### src/hdl/sem_pkg.sv
package sem_pkg;

   // One RGB pixel as stored in the line memory and the window: red, green, blue.
   localparam int PIX_W = 24;
   typedef logic [PIX_W-1:0] pixel_type;

   // Width of Gx^2 + Gy^2 for 8-bit channels: at most 2 * 1020^2.
   localparam int SUM_W = 21;
   typedef logic [SUM_W-1:0] sum_type;

   // Rounded root saturates at 255 once the sum reaches 255^2.
   localparam logic [SUM_W-1:0] ROOT_SAT = 21'd65025;
   localparam logic [7:0] ROOT_MAX = 8'd255;

   // One line memory word: the column's pixel from two rows up and from one row up.
   typedef struct packed {
      pixel_type upper;
      pixel_type middle;
   } line_word_type;

   // Configuration register indexes.
   localparam logic REG_WIDTH = 1'b0;
   localparam logic REG_HEIGHT = 1'b1;

   localparam logic [11:0] WIDTH_RESET = 12'd640;
   localparam logic [12:0] HEIGHT_RESET = 13'd480;

   typedef enum logic [2:0] {
      ST_IDLE,
      ST_FETCH,
      ST_SQUARE,
      ST_ROOT,
      ST_LOAD
   } ctrl_state_type;

   typedef enum logic [1:0] {
      RT_IDLE,
      RT_STEP,
      RT_ROUND
   } root_state_type;

   // Handshake between the sequencer and one root unit.
   typedef struct packed {
      logic start;
      sum_type sum;
   } root_req_type;

   typedef struct packed {
      logic done;
      logic [7:0] mag;
   } root_rsp_type;

endpackage

### src/hdl/sem_root.sv
module sem_root (
   input  logic                    clock,
   input  logic                    reset,
   input  sem_pkg::root_req_type   req,
   output sem_pkg::root_rsp_type   rsp
);

   sem_pkg::root_state_type state_ff, state_in;
   sem_pkg::sum_type s_ff, s_in;
   logic [7:0] n_ff, n_in;
   logic [2:0] bit_ff, bit_in;
   logic [7:0] mag_ff, mag_in;
   logic done_ff, done_in;

   logic [7:0] trial;
   logic [15:0] trial_sq;
   logic [15:0] n_sq;
   sem_pkg::sum_type rem;

   // Next state.
   always_comb begin
      state_in = state_ff;
      unique case (state_ff)
         sem_pkg::RT_IDLE: begin
            if (req.start) state_in = sem_pkg::RT_STEP;
         end
         sem_pkg::RT_STEP: begin
            if (bit_ff == 3'd0) state_in = sem_pkg::RT_ROUND;
         end
         sem_pkg::RT_ROUND: begin
            state_in = sem_pkg::RT_IDLE;
         end
         default: state_in = sem_pkg::RT_IDLE;
      endcase
   end

   // One result bit per cycle, most significant first, then a rounding compare.
   always_comb begin
      trial = n_ff | (8'd1 << bit_ff);
      trial_sq = trial * trial;
      n_sq = n_ff * n_ff;
      rem = s_ff - sem_pkg::SUM_W'(n_sq);
      s_in = s_ff;
      n_in = n_ff;
      bit_in = bit_ff;
      mag_in = mag_ff;
      done_in = 1'b0;
      unique case (state_ff)
         sem_pkg::RT_IDLE: begin
            if (req.start) begin
               s_in = req.sum;
               n_in = 8'd0;
               bit_in = 3'd7;
            end
         end
         sem_pkg::RT_STEP: begin
            if (sem_pkg::SUM_W'(trial_sq) <= s_ff) n_in = trial;
            bit_in = bit_ff - 3'd1;
         end
         sem_pkg::RT_ROUND: begin
            done_in = 1'b1;
            if (s_ff >= sem_pkg::ROOT_SAT) begin
               mag_in = sem_pkg::ROOT_MAX;
            end else if (rem > sem_pkg::SUM_W'(n_ff)) begin
               mag_in = n_ff + 8'd1;
            end else begin
               mag_in = n_ff;
            end
         end
         default: ;
      endcase
   end

   always_ff @(posedge clock) begin
      if (reset) begin
         state_ff <= sem_pkg::RT_IDLE;
         done_ff <= 1'b0;
      end else begin
         state_ff <= state_in;
         done_ff <= done_in;
      end
   end

   always_ff @(posedge clock) begin
      s_ff <= s_in;
      n_ff <= n_in;
      bit_ff <= bit_in;
      mag_ff <= mag_in;
   end

   assign rsp.done = done_ff;
   assign rsp.mag = mag_ff;

`ifndef SYNTHESIS
   // A start is only taken while the unit is free.
   a_start_idle: assert property (@(posedge clock) disable iff (reset)
      req.start |-> state_ff == sem_pkg::RT_IDLE)
      else $error("root start while busy");
   // The result is ready in the cycle after the rounding step.
   a_done_after_round: assert property (@(posedge clock) disable iff (reset)
      state_ff == sem_pkg::RT_ROUND |=> done_ff)
      else $error("root done missing");
   // The root never exceeds 255 and stays consistent with the saturation rule.
   a_sat: assert property (@(posedge clock) disable iff (reset)
      state_ff == sem_pkg::RT_ROUND && s_ff >= sem_pkg::ROOT_SAT |=> mag_ff == sem_pkg::ROOT_MAX)
      else $error("root saturation wrong");
`endif

endmodule

### config.mk
export PLATFORM = sky130hd
export DESIGN_NAME = sem_root
export DESIGN_NICKNAME = d
export VERILOG_FILES = /design/src/hdl/sem_pkg.sv /design/src/hdl/sem_root.sv
export SDC_FILE = /design/constraint.sdc
export NUM_CORES = 1
export LEC_CHECK = 0
export BUFFER_PORTS_ARGS = -buffer_cell sky130_fd_sc_hd__buf_2
export CORE_UTILIZATION = 65
export DETAILED_ROUTE_END_ITERATION = 8
export PLACE_DENSITY = 0.84
export SYNTH_ARGS = -nofsm -noshare
export SYNTH_HDL_FRONTEND = slang
export SYNTH_SLANG_ARGS = --single-unit
### constraint.sdc
create_clock -name clock -period 17.7 [get_ports clock]
set_clock_uncertainty 0.2 [all_clocks]
set_input_delay 1.77 -clock clock [delete_from_list [all_inputs] [get_ports clock]]
set_output_delay 1.77 -clock clock [all_outputs]
set_load 0.01 [all_outputs]
# Word level (Yosys, flattened, before mapping)
# Cells that the tools add are included.
# word_totals
register_bits,43
in_bits,24
# classes
n_shift,1
bitwise_logic,1
eq_ne,5
n_mul,2
magnitude_cmp,3
n_reduce_logical,7
muxes,10
n_addsub,3
# op_table
operator,n
8-bit by 8-bit multiplier with 16-bit output,2
8-bit 2-to-1 mux,3
"21-bit by 16-bit >= comparator with 1-bit output, second input constant",1
21-bit by 8-bit > comparator with 1-bit output,1
16-bit by 21-bit <= comparator with 1-bit output,1
21-bit by 16-bit subtractor with 21-bit output,1
8-bit one-hot mux with 2 select lines,1
"8-bit by 1-bit adder with 8-bit output, second input constant",1
8-bit OR,1
"1-bit by 3-bit << shifter with 8-bit output, first input constant",1
"2-bit inequality test, second input constant",3
3-bit one-hot mux with 2 select lines,1
2-bit AND reduction,3
2-bit 2-to-1 mux,2
2-bit one-hot mux with 2 select lines,1
3-bit zero test,1
3-bit 2-to-1 mux,1
3-bit AND reduction,1
"3-bit by 1-bit subtractor with 3-bit output, second input constant",1
"2-bit by 1-bit equality test with 1-bit output, second input constant",1
"2-bit equality test, second input constant",1
2-bit zero test,1
2-bit nonzero test,1
1-bit 2-to-1 mux,1

# Depth between registers and ports, before layout
# depth
word_depth,6
mapped_depth,29

# Worst setup path after synthesis
# OpenSTA, ideal clock, no wires.
# synth_timing
kind,reg-to-reg
startpoint,reg bit_ff[0]
endpoint,reg n_ff[0] (enable)
setup_time_ns,0.378
arrival_ns,6.085
path_buffers,0
path_stages_with_launch,26
path_slack_ns,11.037
cell_sequence,edfxtp_1 > inv_1 > ha_1 > a21oi_1 > inv_1 > nand2_1 > inv_1 > fa_1 > fa_1 > inv_1 > fa_1 > fa_1 > inv_1 > ha_1 > nor2b_1 > o2111ai_1 > nand3_1 > o41a_1 > xor2_1 > ha_1 > nand2_1 > nor4_1 > a41oi_1 > nand2_1 > nand2_1 > a31oi_1
# synth_via
elab_chain_cells,6
# synth_lines
element,line,source
"start, declared",sem_root.sv:11,"logic [2:0] bit_ff, bit_in;"
"start signal, assigned",sem_root.sv:87,bit_ff <= bit_in;
1-bit by 3-bit << shifter with 8-bit output,sem_root.sv:39,trial = n_ff | (8'd1 << bit_ff);
8-bit OR,sem_root.sv:39,
via trial[2],sem_root.sv:15,logic [7:0] trial;
8-bit by 8-bit multiplier with 16-bit output,sem_root.sv:40,trial_sq = trial * trial;
16-bit by 21-bit <= comparator with 1-bit output,sem_root.sv:57,if (sem_pkg::SUM_W'(trial_sq) <= s_ff) n_in = trial;
2-bit inequality test (no line),-,
3-bit AND reduction (no line),-,
"end signal, assigned",sem_root.sv:86,n_ff <= n_in;
"end, declared",sem_root.sv:10,"logic [7:0] n_ff, n_in;"
# The timed path passes the listed nets, and every way through them passes these cells.
# A chain may end at the register's enable or synchronous reset.

# Worst setup path in the final report
# layout_timing
startpoint,reg bit_ff[0]
endpoint,reg n_ff[6] (enable)
# Same word-level chain as after synthesis.

==> flow_metrics.env <==
export IMPL_status="complete, no violations"
export IMPL_ys_seq_elements=43
export IMPL_die_h_um=101
export IMPL_hold_class="reg2reg"
export IMPL_setup_viol=0
export IMPL_ys_seq_area_share_pct=19.9
export IMPL_worst_slew_pin_slew_ns=0.923
export IMPL_cts_sinks=43
export IMPL_setup_tns_ns=0
export IMPL_p_leak_nw=3.21
export IMPL_synth_main_ff_cell="edfxtp_1"
export IMPL_cp_start_kind="flop"
export IMPL_clk_path_buf_depth=2
export IMPL_first_pass_iters=6
export IMPL_root_buffer="clkbuf_8"
export IMPL_die_area_mm2=0.0102
export IMPL_synthesis_area_mm2=0.00634
export IMPL_p_switching_w=0.000422
export IMPL_syn_nets=895
export IMPL_cts_tree="yes"
export IMPL_hpwlAfterDp_mm=11.7
export IMPL_synth_edf_count=40
export IMPL_area_growth_pct=6.15
export IMPL_drive_gt1_share_pct=7.59
export IMPL_total_power_w=0.000856
export IMPL_r2r_cells=25
export IMPL_die_x_um=101
export IMPL_drc=0
export IMPL_rr_endpoint="n_ff[6]"
export IMPL_fill_cells=691
export IMPL_grt_antenna_before_repair=0
export IMPL_slew_headroom_pct=38.5
export IMPL_path_max_fanout=9
export IMPL_portBuffers=32
export IMPL_wl_per_cell_um=16.3
export IMPL_crit_end="n_ff[6]"
export IMPL_io_pins=33
export IMPL_final_seq_area_mm2=0.00126
export IMPL_grt_pass1_wl_mm=23.5
export IMPL_hold_viol_final=0
export IMPL_cp_data_arrival_time_ns=7.22
export IMPL_finalCritPeriodShare_pct=42.2
export IMPL_grt_max_degree=21
export IMPL_reg2reg_from="bit_ff[0]"
export IMPL_fin_nets=922
export IMPL_vias_per_cell=5.90
export IMPL_layout_common_cells="inv_1, ha_1, nor2_1, fa_1, nand2_1"
export IMPL_first_iter_violations=357
export IMPL_switching_share_pct=49.3
export IMPL_overflow=0
export IMPL_crit_path_start="bit_ff[0]"
export IMPL_path_clk_slew_ns=0.09
export IMPL_final_min_clock_period_ns=7.46
export IMPL_end_kind="flop"
export IMPL_rrSetupSlack_ns=10.24
export IMPL_num_antenna_cells=0
export IMPL_multi_input_area_mm2=0.00453
export IMPL_insertion_delay_ns=0.32
export IMPL_coreArea_mm2=0.00933
export IMPL_power_density_mw_per_mm2=127
export IMPL_rsz0062_at_grt="no"
export IMPL_ys_types=66
export IMPL_start_util_pct=68.0
export IMPL_grt_pass1_vias=5031
export IMPL_yosysWarnings=0
export IMPL_power_frac_clock_pct=9.4
export IMPL_synthCells=710
export IMPL_post_cts_resized=0
export IMPL_place_congestion=0.936
export IMPL_synth_avg_cell_area_um2=8.94
export IMPL_synthArstFlopShare_pct=0
export IMPL_cts_buffers_inserted=5
export IMPL_seqPwrFrac_pct=14.9
export IMPL_max_cap_violations=0
export IMPL_layout_commonest_cell="inv_1"
export IMPL_path_class="reg2reg"
export IMPL_cp_required_ns=17.46
export IMPL_slew_viol_final=0
export IMPL_irDropWorstVdd_mv=0.0641
export IMPL_fmax_ghz=0.134
export IMPL_ant_nets=0
export IMPL_grtUsageTotal_pct=30.4
export IMPL_routed_via_count=5113
export IMPL_p_int_w=0.000434
export IMPL_post_cts_buffers=0
export IMPL_htreeDepth=2
export IMPL_power_frac_comb_pct=75.7
export IMPL_postCtsHoldBufs=0
export IMPL_routed_wl_mm=14.2
export IMPL_std_cell_rows=35
-- metrics by stage --
stage / setup WS, ns / utilization [%] / hold slack [ns] / std cells / instance area [um^2]
global route: 9.76 / 72.2 / 0.467 / 867 / 6740
global placement: 10.59 / 71.0 / 0.397 / 859 / 6620
floorplan: 11.04 / - / 0.378 / 710 / 6340
finish: 10.24 / 72.2 / 0.437 / 867 / 6740
CTS: 10.31 / 72.2 / 0.435 / 867 / 6740
detailed placement: 10.33 / 71.0 / 0.416 / 859 / 6620
-- critical path, cell delays in order (launching register included) --
cell and delay (ns):
edfxtp_1 0.41, inv_1 0.10, ha_1 0.24, a21oi_1 0.58, inv_1 0.23, nand2_1 0.16
inv_1 0.07, fa_1 0.50, fa_1 0.56, inv_1 0.06, fa_1 0.50, fa_1 0.54
inv_1 0.05, ha_1 0.33, nor2b_1 0.17, o2111ai_1 0.18, nand3_1 0.12, o41a_1 0.34
xor2_1 0.16, ha_1 0.29, nand2_1 0.07, nor4_1 0.28, a41oi_1 0.17, nand2_1 0.10
nand2_1 0.05, a31oi_1 0.63
-- routing by layer --
| layer | track usage, % | wire [um] | vias to the layer above |
|---|---|---|---|
| met5 | 0 | 0 | - |
| met4 | 11.1 | 423 | 0 |
| met3 | 7.84 | 1260 | 36 |
| met2 | 49.1 | 6590 | 228 |
| met1 | 39.6 | 5900 | 2417 |
| li1 | - | - | 2432 |
-- power groups by stage --
stage	combinational, W	clock [W]	sequential, W
after floorplan	0.000502	0	0.000124
after global placement	0.000612	0	0.000129
after detailed placement	0.000635	0	0.000129
after CTS	0.000641	0.0000808	0.000127
after global routing	0.000728	0.0000853	0.000128
final	0.000648	0.0000808	0.000127
-- sequential cells by signal, summed over array words and instances (netlist names) --
signal and flops:
n_ff 8, mag_ff 8, bit_ff 3, s_ff 21, done_ff 1, state_ff 2
-- Yosys cell counts (all sizes together) (3+ instances only) --
library cell  instances  area (um^2)
inv                 132          495
ha                  101         1260
nor2                 79          297
fa                   60         1200
nand2                50          188
edfxtp               40         1200
a21oi                31          155
nand3                21          105
xnor2                19          166
o21ai                18         93.8
nor3                 16         80.1
clkbuf               11         41.3
or3                  10         62.6
xor2                 10         87.6
nand2b                7         43.8
nand4                 7         43.8
nor2b                 7         43.8
o211ai                7         57.6
o21a                  7         52.6
a21o                  6         45.0
or2                   6         40.0
a2111oi               3         32.5
dfxtp                 3         60.1
mux2                  3         33.8
nor3b                 3         22.5
nor4                  3         18.8
o221ai                3         26.3
-- worst min path at each step --
| stage | startpoint | to | slack, ns | depth (start not counted) |
|---|---|---|---|---|
| after floorplan | state_ff[1] | bit_ff[2] | 0.38 | 2 |
| after global placement | bit_ff[0] | bit_ff[0] | 0.40 | 1 |
| after detailed placement | bit_ff[0] | bit_ff[0] | 0.42 | 1 |
| after CTS | bit_ff[0] | bit_ff[0] | 0.44 | 1 |
| after global routing | bit_ff[0] | bit_ff[0] | 0.47 | 1 |
| final | bit_ff[0] | bit_ff[0] | 0.44 | 1 |
-- area by class of cell --
cell class                 instances  area share (%)
sequential                        43            18.7
tap                              129            2.40
clock buffer                       5            1.02
timing repair buffer              33            2.49
inverter                         134            7.47
clock inverter                     3           0.650
multi-input combinational        520            67.2
-- cell families (layout without fill, tap and decap cells) --
family	Yosys count	after routing	share of synthesized area [%]
buffers and inverters	147	175	8.81
AOI/OAI and AO/OA	104	104	11.4
muxes	5	5	0.848
DFF	43	43	19.9
other	2	2	0.118
and+or+nand+nor	219	219	16.1
adders and majority gates	161	161	38.8
xor gates and xnor gates	29	29	4.00
No activity file was read; power rests on OpenSTA's default activity.
