### src/hdl/sem_pkg.sv
package sem_pkg;

   // One RGB pixel as stored in the line memory and the window: red, green, blue.
   localparam int PIX_W = 24;
   typedef logic [PIX_W-1:0] pixel_type;

   // Width of Gx^2 + Gy^2 for 8-bit channels: at most 2 * 1020^2.
   localparam int SUM_W = 21;
   typedef logic [SUM_W-1:0] sum_type;

   // Rounded root saturates at 255 once the sum reaches 255^2.
   localparam logic [SUM_W-1:0] ROOT_SAT = 21'd65025;
   localparam logic [7:0] ROOT_MAX = 8'd255;

   // One line memory word: the column's pixel from two rows up and from one row up.
   typedef struct packed {
      pixel_type upper;
      pixel_type middle;
   } line_word_type;

   // Configuration register indexes.
   localparam logic REG_WIDTH = 1'b0;
   localparam logic REG_HEIGHT = 1'b1;

   localparam logic [11:0] WIDTH_RESET = 12'd640;
   localparam logic [12:0] HEIGHT_RESET = 13'd480;

   typedef enum logic [2:0] {
      ST_IDLE,
      ST_FETCH,
      ST_SQUARE,
      ST_ROOT,
      ST_LOAD
   } ctrl_state_type;

   typedef enum logic [1:0] {
      RT_IDLE,
      RT_STEP,
      RT_ROUND
   } root_state_type;

   // Handshake between the sequencer and one root unit.
   typedef struct packed {
      logic start;
      sum_type sum;
   } root_req_type;

   typedef struct packed {
      logic done;
      logic [7:0] mag;
   } root_rsp_type;

endpackage

### src/hdl/sem_grad.sv
module sem_grad (
   input  logic [8:0][7:0]    pix,
   output sem_pkg::sum_type   sum
);

   logic signed [10:0] p [9];
   logic signed [10:0] gx;
   logic signed [10:0] gy;
   logic signed [21:0] gx_sq;
   logic signed [21:0] gy_sq;

   // Zero-extend the channel values of the 3x3 block, row-major.
   always_comb begin
      for (int i = 0; i < 9; i++) begin
         p[i] = signed'({3'b000, pix[i]});
      end
   end

   // Sobel gradients and the sum of their squares.
   always_comb begin
      gx = p[2] - p[0] + 11'sd2 * (p[5] - p[3]) + p[8] - p[6];
      gy = p[6] - p[0] + 11'sd2 * (p[7] - p[1]) + p[8] - p[2];
      gx_sq = gx * gx;
      gy_sq = gy * gy;
      sum = sem_pkg::SUM_W'(gx_sq) + sem_pkg::SUM_W'(gy_sq);
   end

endmodule

### config.mk
export PLATFORM = sky130hd
export DESIGN_NAME = sem_grad
export DESIGN_NICKNAME = d
export VERILOG_FILES = /design/src/hdl/sem_pkg.sv /design/src/hdl/sem_grad.sv
export SDC_FILE = /design/constraint.sdc
export NUM_CORES = 1
export LEC_CHECK = 0
export BUFFER_PORTS_ARGS = -buffer_cell sky130_fd_sc_hd__buf_2
export CAP_MARGIN = 20
export CELL_PAD_IN_SITES_DETAIL_PLACEMENT = 1
export CELL_PAD_IN_SITES_GLOBAL_PLACEMENT = 2
export CORE_MARGIN = 2
export CORE_UTILIZATION = 30
export DETAILED_ROUTE_END_ITERATION = 6
export PLACE_DENSITY = 0.62
export REMOVE_ABC_BUFFERS = 1
export SLEW_MARGIN = 20
export SYNTH_ARGS = -nofsm -noshare
export SYNTH_HDL_FRONTEND = slang
export SYNTH_SLANG_ARGS = --single-unit
### constraint.sdc
create_clock -name vclk -period 16.2
set_input_delay 1.62 -clock vclk [all_inputs]
set_output_delay 1.62 -clock vclk [all_outputs]
set_load 0.005 [all_outputs]
---- After elaboration in Yosys (flattened, before gate mapping) ----
Index checks and enable logic that the tools add are counted.
word-level totals
  bits in registers ....................... 0
  bits in latches ......................... 0
  bits in writable memories ............... 0
  ROM bits ................................ 0
  bits of input ports ..................... 72
  output and inout port bits .............. 21
  word-level logic and storage cells ...... 13
  memories kept ........................... 0
cells by class
  $add $sub $neg .......................... 11
  $mul .................................... 2
  div/mod/pow operators ................... 0
  $lt $le $gt $ge ......................... 0
  equal/unequal tests ..................... 0
  shift operators ......................... 0
  mux-type cells .......................... 0
  bitwise logic cells ..................... 0
  reduce and logical (&&, ||, !) cells .... 0
operators with widths
  operator                      count
  multiplier 11 x 11 -> 21 bit  2
  subtractor 8 x 8 -> 9 bit     4
  adder 11 x 9 -> 11 bit        2
  adder 9 x 10 -> 11 bit        2
  subtractor 11 x 9 -> 11 bit   2
  adder 21 bit                  1

---- Depth between registers and ports, before layout ----
Gate-level depths: netlist (run 1).
  depth after elaboration ................. 6
  gate-level depth with buffers ........... 43
  gate-level depth less buffers ........... 42

---- Worst setup path before layout (run 1) ----
Ideal clock, no wire load.
  path kind ............................... input to output
  start ................................... input pix[48] in the netlist's numbering
  end ..................................... output sum[20]
  arrival time ............................ 10.712 ns
  required time ........................... 14.580 ns
  path slack .............................. 3.868 ns
  stages .................................. 39
  buffers on the path ..................... 1
  path through ............................ inv_1 > ha_1 > fa_1 > nor2b_1 > o21ai_0 > a21boi_0 > o21ai_0 > a21boi_0 > nor2_1 > fa_1 > inv_1 > fa_1 > inv_1 > ha_1 > a2111o_1 > a2111o_1 > and3_4 > inv_2 > [... 3 more ...] > inv_1 > fa_1 > inv_1 > fa_1 > fa_1 > fa_1 > fa_1 > inv_1 > fa_1 > inv_1 > ha_1 > a211oi_1 > o211ai_1 > nand2_1 > o211ai_1 > o31ai_1 > o21ai_0 > xnor2_1
on the way
  word-level cells in the longest chain between the ends .. 6
  elaborated cells on any way between the ends .. 8
  classes of those cells .................. 6 x add/sub; 2 x mul
ends and longest elaborated chain
  element                       line            text
  start, declared               sem_grad.sv:2   input logic [8:0][7:0] pix,
  subtractor 8 x 8 -> 9 bit     sem_grad.sv:22  gy = p[6] - p[0] + 11'sd2 * (p[7] - p[1]) + p[8] - p[2];
  adder 9 x 10 -> 11 bit        sem_grad.sv:22
  adder 11 x 9 -> 11 bit        sem_grad.sv:22
  subtractor 11 x 9 -> 11 bit   sem_grad.sv:22
  multiplier 11 x 11 -> 21 bit  sem_grad.sv:24  gy_sq = gy * gy;
  adder 21 bit (*)              sem_grad.sv:25  sum = sem_pkg::SUM_W'(gx_sq) + sem_pkg::SUM_W'(gy_sq);
  end, declared                 sem_grad.sv:3   output sem_pkg::sum_type sum
Mark *: on every way between the ends. The rest lies on a longest branch, timed or not.

---- Worst setup path in the final report (run 1) ----
Same ends and word-level chain as after synthesis.

==> impl_metrics.py, run 1 <==
metrics = {
    "worst_setup_path": {
        "worst-path-buf-inv": 10,
        "crit_family": "adder cells",
        "worstSetupStartpointType": "primary input",
        "crit_top_cell": "sky130_fd_sc_hd__fa_1",
        "endpoint_kind": "primary output",
        "path_max_fanout": 13,
        "timing.critical_path.slowest_stage_cell": "sky130_fd_sc_hd__fa_1",
        "crit_type": "primary input to primary output",
        "critPathArrivalTime_ns": 12.28,
        "worst_path_required_time_ns": 14.58,
        "critical_path.max_stage_delay_ns": 0.57,
    },
    "finish": {
        "antenna_cells": 0,
        "fraction_of_final_layout_cells_with_drive_strength_greater_than_1_pct": 8.14,
        "areaGrowthSynthToFinish_pct": 9.41,
        "post_layout_nonfiller_instances": 1751,
        "finish.net_count": 1761,
        "sequential_cells": 0,
        "n_clock_buffer": 0,
        "combined_area_of_the_multi_input_logic_cells_um2": 9350,
        "layout.filler_cells": 4244,
        "final_util_pct": 33.3,
        "ff_latch_area_um2": 0,
    },
    "global_routing": {
        "grt_util_all_layers_pct": 15.3,
        "global_route_wire_length_before_repair_um": 46500,
        "antenna_found_initial": 0,
        "overflow_after_grt": 0,
        "maximum_number_of_pins_on_one_net_before_global_route_repair": 26,
        "grt_pass1_vias": 9110,
    },
    "cts": {
        "post_cts_resized": 0,
        "cts_hold_repair.buffers": 0,
        "postCtsSetupRepairBufs": 0,
    },
    "place": {
        "numPlacedInstances": 1751,
        "gp_routability_congestion": 0.777,
        "post_dp_hpwl_um": 24700,
        "port_buf_inserts": 85,
    },
    "floorplanning": {
        "floorplan.rows": 69,
        "initial_core_util_pct": 30.5,
        "boundaryPins": 93,
        "die_height_um": 194,
        "chipWidth_um": 194,
        "die_area_um2": 37700,
        "coreArea_um2": 35600,
    },
    "timing": {
        "worstMarginPinSlew_ns": 0.799,
        "fin_setup_tns_ns": 0,
        "number_of_pins_with_negative_max_slew_slack_in_the_final_report": 0,
        "final_hold_viol_count": 0,
        "slew_headroom_pct": 46.6,
        "setup_viol": 0,
        "fin_worst_hold_slack_ns": 4.34,
        "max_clock_freq_mhz": 71.9,
        "finalCritPeriodShare_pct": 85.8,
        "period_needed_ns": 13.90,
        "grt_setup_unrepaired": "false",
    },
    "yosys": {
        "synth_top_cell_by_area": "sky130_fd_sc_hd__fa_1",
        "mean_cell_area_of_the_mapped_netlist_um2": 8.95,
        "number_of_unique_standard_cell_types_used_by_synthesis": 41,
        "post-synth-top-count-cell": "sky130_fd_sc_hd__inv_1",
        "synthesis.area_um2": 10800,
        "synth-seq-area-share_pct": 0,
        "ranking_of_synthesized_cells_by_area": "sky130_fd_sc_hd__fa_1, sky130_fd_sc_hd__ha_1, sky130_fd_sc_hd__inv_1",
        "synth_top_area_share_pct": 48.0,
        "ys.warnings.count": 0,
        "synthesis.instances": 1211,
        "synth.top_cells.by_count": "sky130_fd_sc_hd__inv_1, sky130_fd_sc_hd__fa_1, sky130_fd_sc_hd__ha_1, sky130_fd_sc_hd__nand2_1, sky130_fd_sc_hd__nor2_1",
    },
    "detailed_routing": {
        "postRouteAntennaNets": 0,
        "drc": 0,
        "via_count": 7607,
        "vias_per_cell": 4.34,
        "dr.pass1.iters": 4,
        "detail_route.iter0.violations": 233,
        "post_drt_wl_per_cell_um": 15.4,
        "finalWirelength_um": 27000,
    },
    "min_path": {
        "hold_path.class": "primary input to primary output",
    },
    "run_status": {
        "outcome": "complete, no violations",
    },
    "flow_run": {
        "drv_cap": 0,
    },
}
placed cells by master (no fill, tap or decap), drive strengths merged:
master	n
ha	137
or2	4
mux2	1
a21o	15
o21ai	27
nor4	1
a2111o	2
inv	381
nor3	3
a41oi	1
buf	94
a21boi	4
a2111oi	2
nand3	6
and4	1
nand2	76
o211ai	3
clkinv	3
nor2	70
nor2b	13
a211oi	4
mux2i	1
fa	260
o31ai	1
or3	1
o21bai	11
a21oi	34
xor2	18
a31oi	6
and3	6
o21a	3
and2	28
nand2b	18
xnor2	55
layer usage:
metal	part of all wire, %	global-route usage (%)	wire length, µm	vias to the layer above
li1	-	-	-	3694
met1	44	19.6	11900	3846
met2	53	29.5	14300	58
met3	2.2	0.731	596	9
met4	0.71	0.786	191	0
met5	0	0	0	-
path summary, 6_finish.rpt:
kind / start / to / slack, ns / cells past startpoint
min: pix[16] / sum[0] / 4.34 / 6
max: pix[48] / sum[20] / 2.30 / 40
tightest hold or removal path, stage by stage:
cell,delay [ns]
sky130_fd_sc_hd__buf_2,0.09
sky130_fd_sc_hd__ha_1,0.22
sky130_fd_sc_hd__inv_1,0.05
sky130_fd_sc_hd__ha_1,0.42
sky130_fd_sc_hd__ha_1,0.20
sky130_fd_sc_hd__buf_2,0.10
cell type report:
type | instances | area share [%]
inverter | 384 | 12.2
multi-input combinational | 812 | 78.8
tap | 461 | 4.86
timing repair buffer | 94 | 4.16
cell families after synthesis:
family                   count (synthesis)  synth area share (%)
buffers and inverters                  399                  13.9
adder cells (fa/ha/maj)                397                  63.8
AND/OR/NAND/NOR                        227                  9.70
AO/OA/AOI/OAI                          113                  6.49
XOR/XNOR                                73                  5.90
multiplexers                             2                 0.196
stage by stage:
| stage | setup WS (ns) | instance area [µm²] |
|---|---|---|
| after floorplan | 3.64 | 10800 |
| after global placement | 2.24 | 11900 |
| after detailed placement | 2.20 | 11900 |
| after CTS | 2.15 | 11900 |
| after global routing | 1.34 | 11900 |
| final | 2.30 | 11900 |
Power of run 1 is left out: the tool's default activity adds up to more than one toggle a clock period on the data nets, which glitch-free logic cannot reach.
==> inputs of run 2 (changes only) <==
- GPL_ROUTABILITY_DRIVEN: unset -> 0
- clock period: 16.2 -> 13.46 ns (I/O delays scaled with it)
==> impl_metrics.py, run 2 (same netlist as run 1, synthesis figures left out) <==
metrics = {
    "worst_setup_path": {
        "worst_path_required_time_ns": 12.11,
        "timing.critical_path.slowest_stage_cell": "sky130_fd_sc_hd__fa_1",
        "critical_path.max_stage_delay_ns": 0.60,
        "path_max_fanout": 13,
        "endpoint_kind": "primary output",
        "critPathArrivalTime_ns": 11.38,
        "crit_top_cell": "sky130_fd_sc_hd__fa_1",
        "worstSetupStartpointType": "primary input",
        "crit_type": "primary input to primary output",
    },
    "floorplanning": {
        "floorplan.rows": 69,
        "chipWidth_um": 194,
        "boundaryPins": 93,
        "coreArea_um2": 35600,
        "initial_core_util_pct": 30.5,
        "die_height_um": 194,
        "die_area_um2": 37700,
    },
    "place": {
        "port_buf_inserts": 85,
        "post_dp_hpwl_um": 25200,
    },
    "detailed_routing": {
        "via_count": 7801,
        "postRouteAntennaNets": 0,
        "vias_per_cell": 4.36,
        "finalWirelength_um": 27200,
        "drc": 0,
        "detail_route.iter0.violations": 141,
        "dr.pass1.iters": 4,
        "post_drt_wl_per_cell_um": 15.2,
    },
    "finish": {
        "ff_latch_area_um2": 0,
        "layout.filler_cells": 4250,
        "sequential_cells": 0,
        "finish.net_count": 1800,
        "antenna_cells": 0,
        "combined_area_of_the_multi_input_logic_cells_um2": 9340,
        "fraction_of_final_layout_cells_with_drive_strength_greater_than_1_pct": 10.8,
        "n_clock_buffer": 0,
        "areaGrowthSynthToFinish_pct": 12.0,
        "layout_common_cells": "sky130_fd_sc_hd__inv_1, sky130_fd_sc_hd__fa_1, sky130_fd_sc_hd__ha_1, sky130_fd_sc_hd__buf_2, sky130_fd_sc_hd__nand2_1",
        "mostFrequentLayoutCell": "sky130_fd_sc_hd__inv_1",
    },
    "timing": {
        "fin_setup_tns_ns": 0,
        "worstMarginPinSlew_ns": 0.551,
        "period_needed_ns": 12.73,
        "max_clock_freq_mhz": 78.6,
        "final_hold_viol_count": 0,
        "finalCritPeriodShare_pct": 94.6,
        "setup_viol": 0,
        "grt_setup_unrepaired": "false",
        "slew_headroom_pct": 63.0,
        "number_of_pins_with_negative_max_slew_slack_in_the_final_report": 0,
    },
    "global_routing": {
        "antenna_found_initial": 0,
        "overflow_after_grt": 0,
        "grt_util_all_layers_pct": 15.6,
        "grt_pass1_vias": 9320,
        "maximum_number_of_pins_on_one_net_before_global_route_repair": 17,
        "global_route_wire_length_before_repair_um": 47500,
    },
    "flow_run": {
        "drv_cap": 0,
    },
    "min_path": {
        "hold_path.class": "primary input to primary output",
    },
    "run_status": {
        "outcome": "complete, no violations",
    },
}
-- run 2: cell types whose count changed in the layout (fill, tap and decap cells not counted), sizes merged --
cell,delta
buf,+39
-- run 2: final timing paths --
check | startpoint | end | slack [ns] | depth (start not counted)
max | pix[48] | sum[19] | 0.73 | 38
min | pix[0] | sum[0] | 3.78 | 6
-- run 2: critical path: cells and delay by family --
kind / cells / cell delay (ns)
buffers and inverters: 9 / 0.89
AND/OR/NAND/NOR: 4 / 0.66
XOR/XNOR: 1 / 0.10
adder cells (fa/ha/maj): 13 / 5.61
AO/OA/AOI/OAI: 11 / 2.76
-- run 2: final cells by class --
cell class                 instances  share of cell area (%)
tap                              461                    4.75
timing repair buffer             133                    6.47
multi-input combinational        812                    76.9
inverter                         384                    11.9
-- run 2: per-stage QoR --
stage | worst slack, ns | cell area, µm² | cells | hold slack [ns] | utilization [%]
floorplan | 1.45 | 10800 | 1196 | 3.37 | -
global placement | 0.415 | 12100 | 1789 | 3.82 | 34.1
global route | 0.0357 | 12100 | 1790 | 3.90 | 34.1
CTS | 0.371 | 12100 | 1789 | 3.81 | 34.1
detailed placement | 0.438 | 12100 | 1789 | 3.80 | 34.1
finish | 0.733 | 12100 | 1790 | 3.78 | 34.1
-- run 2: what timing repair did --
item                       in CTS  in global routing
setup buffers                   0                  1
resized for setup               0                  6
setup endpoints to repair       0                  4
hold buffers                    0                  0
-- run 2: routing by layer --
layer  GRT usage [%]  wire [µm]  vias up
li1                -          -     3777
met1            20.3      12300     3973
met2            30.5      14500       47
met3          0.0522        237        4
met4           0.533        121        0
met5               0          0        -
Power of run 2 is left out for the same reason.
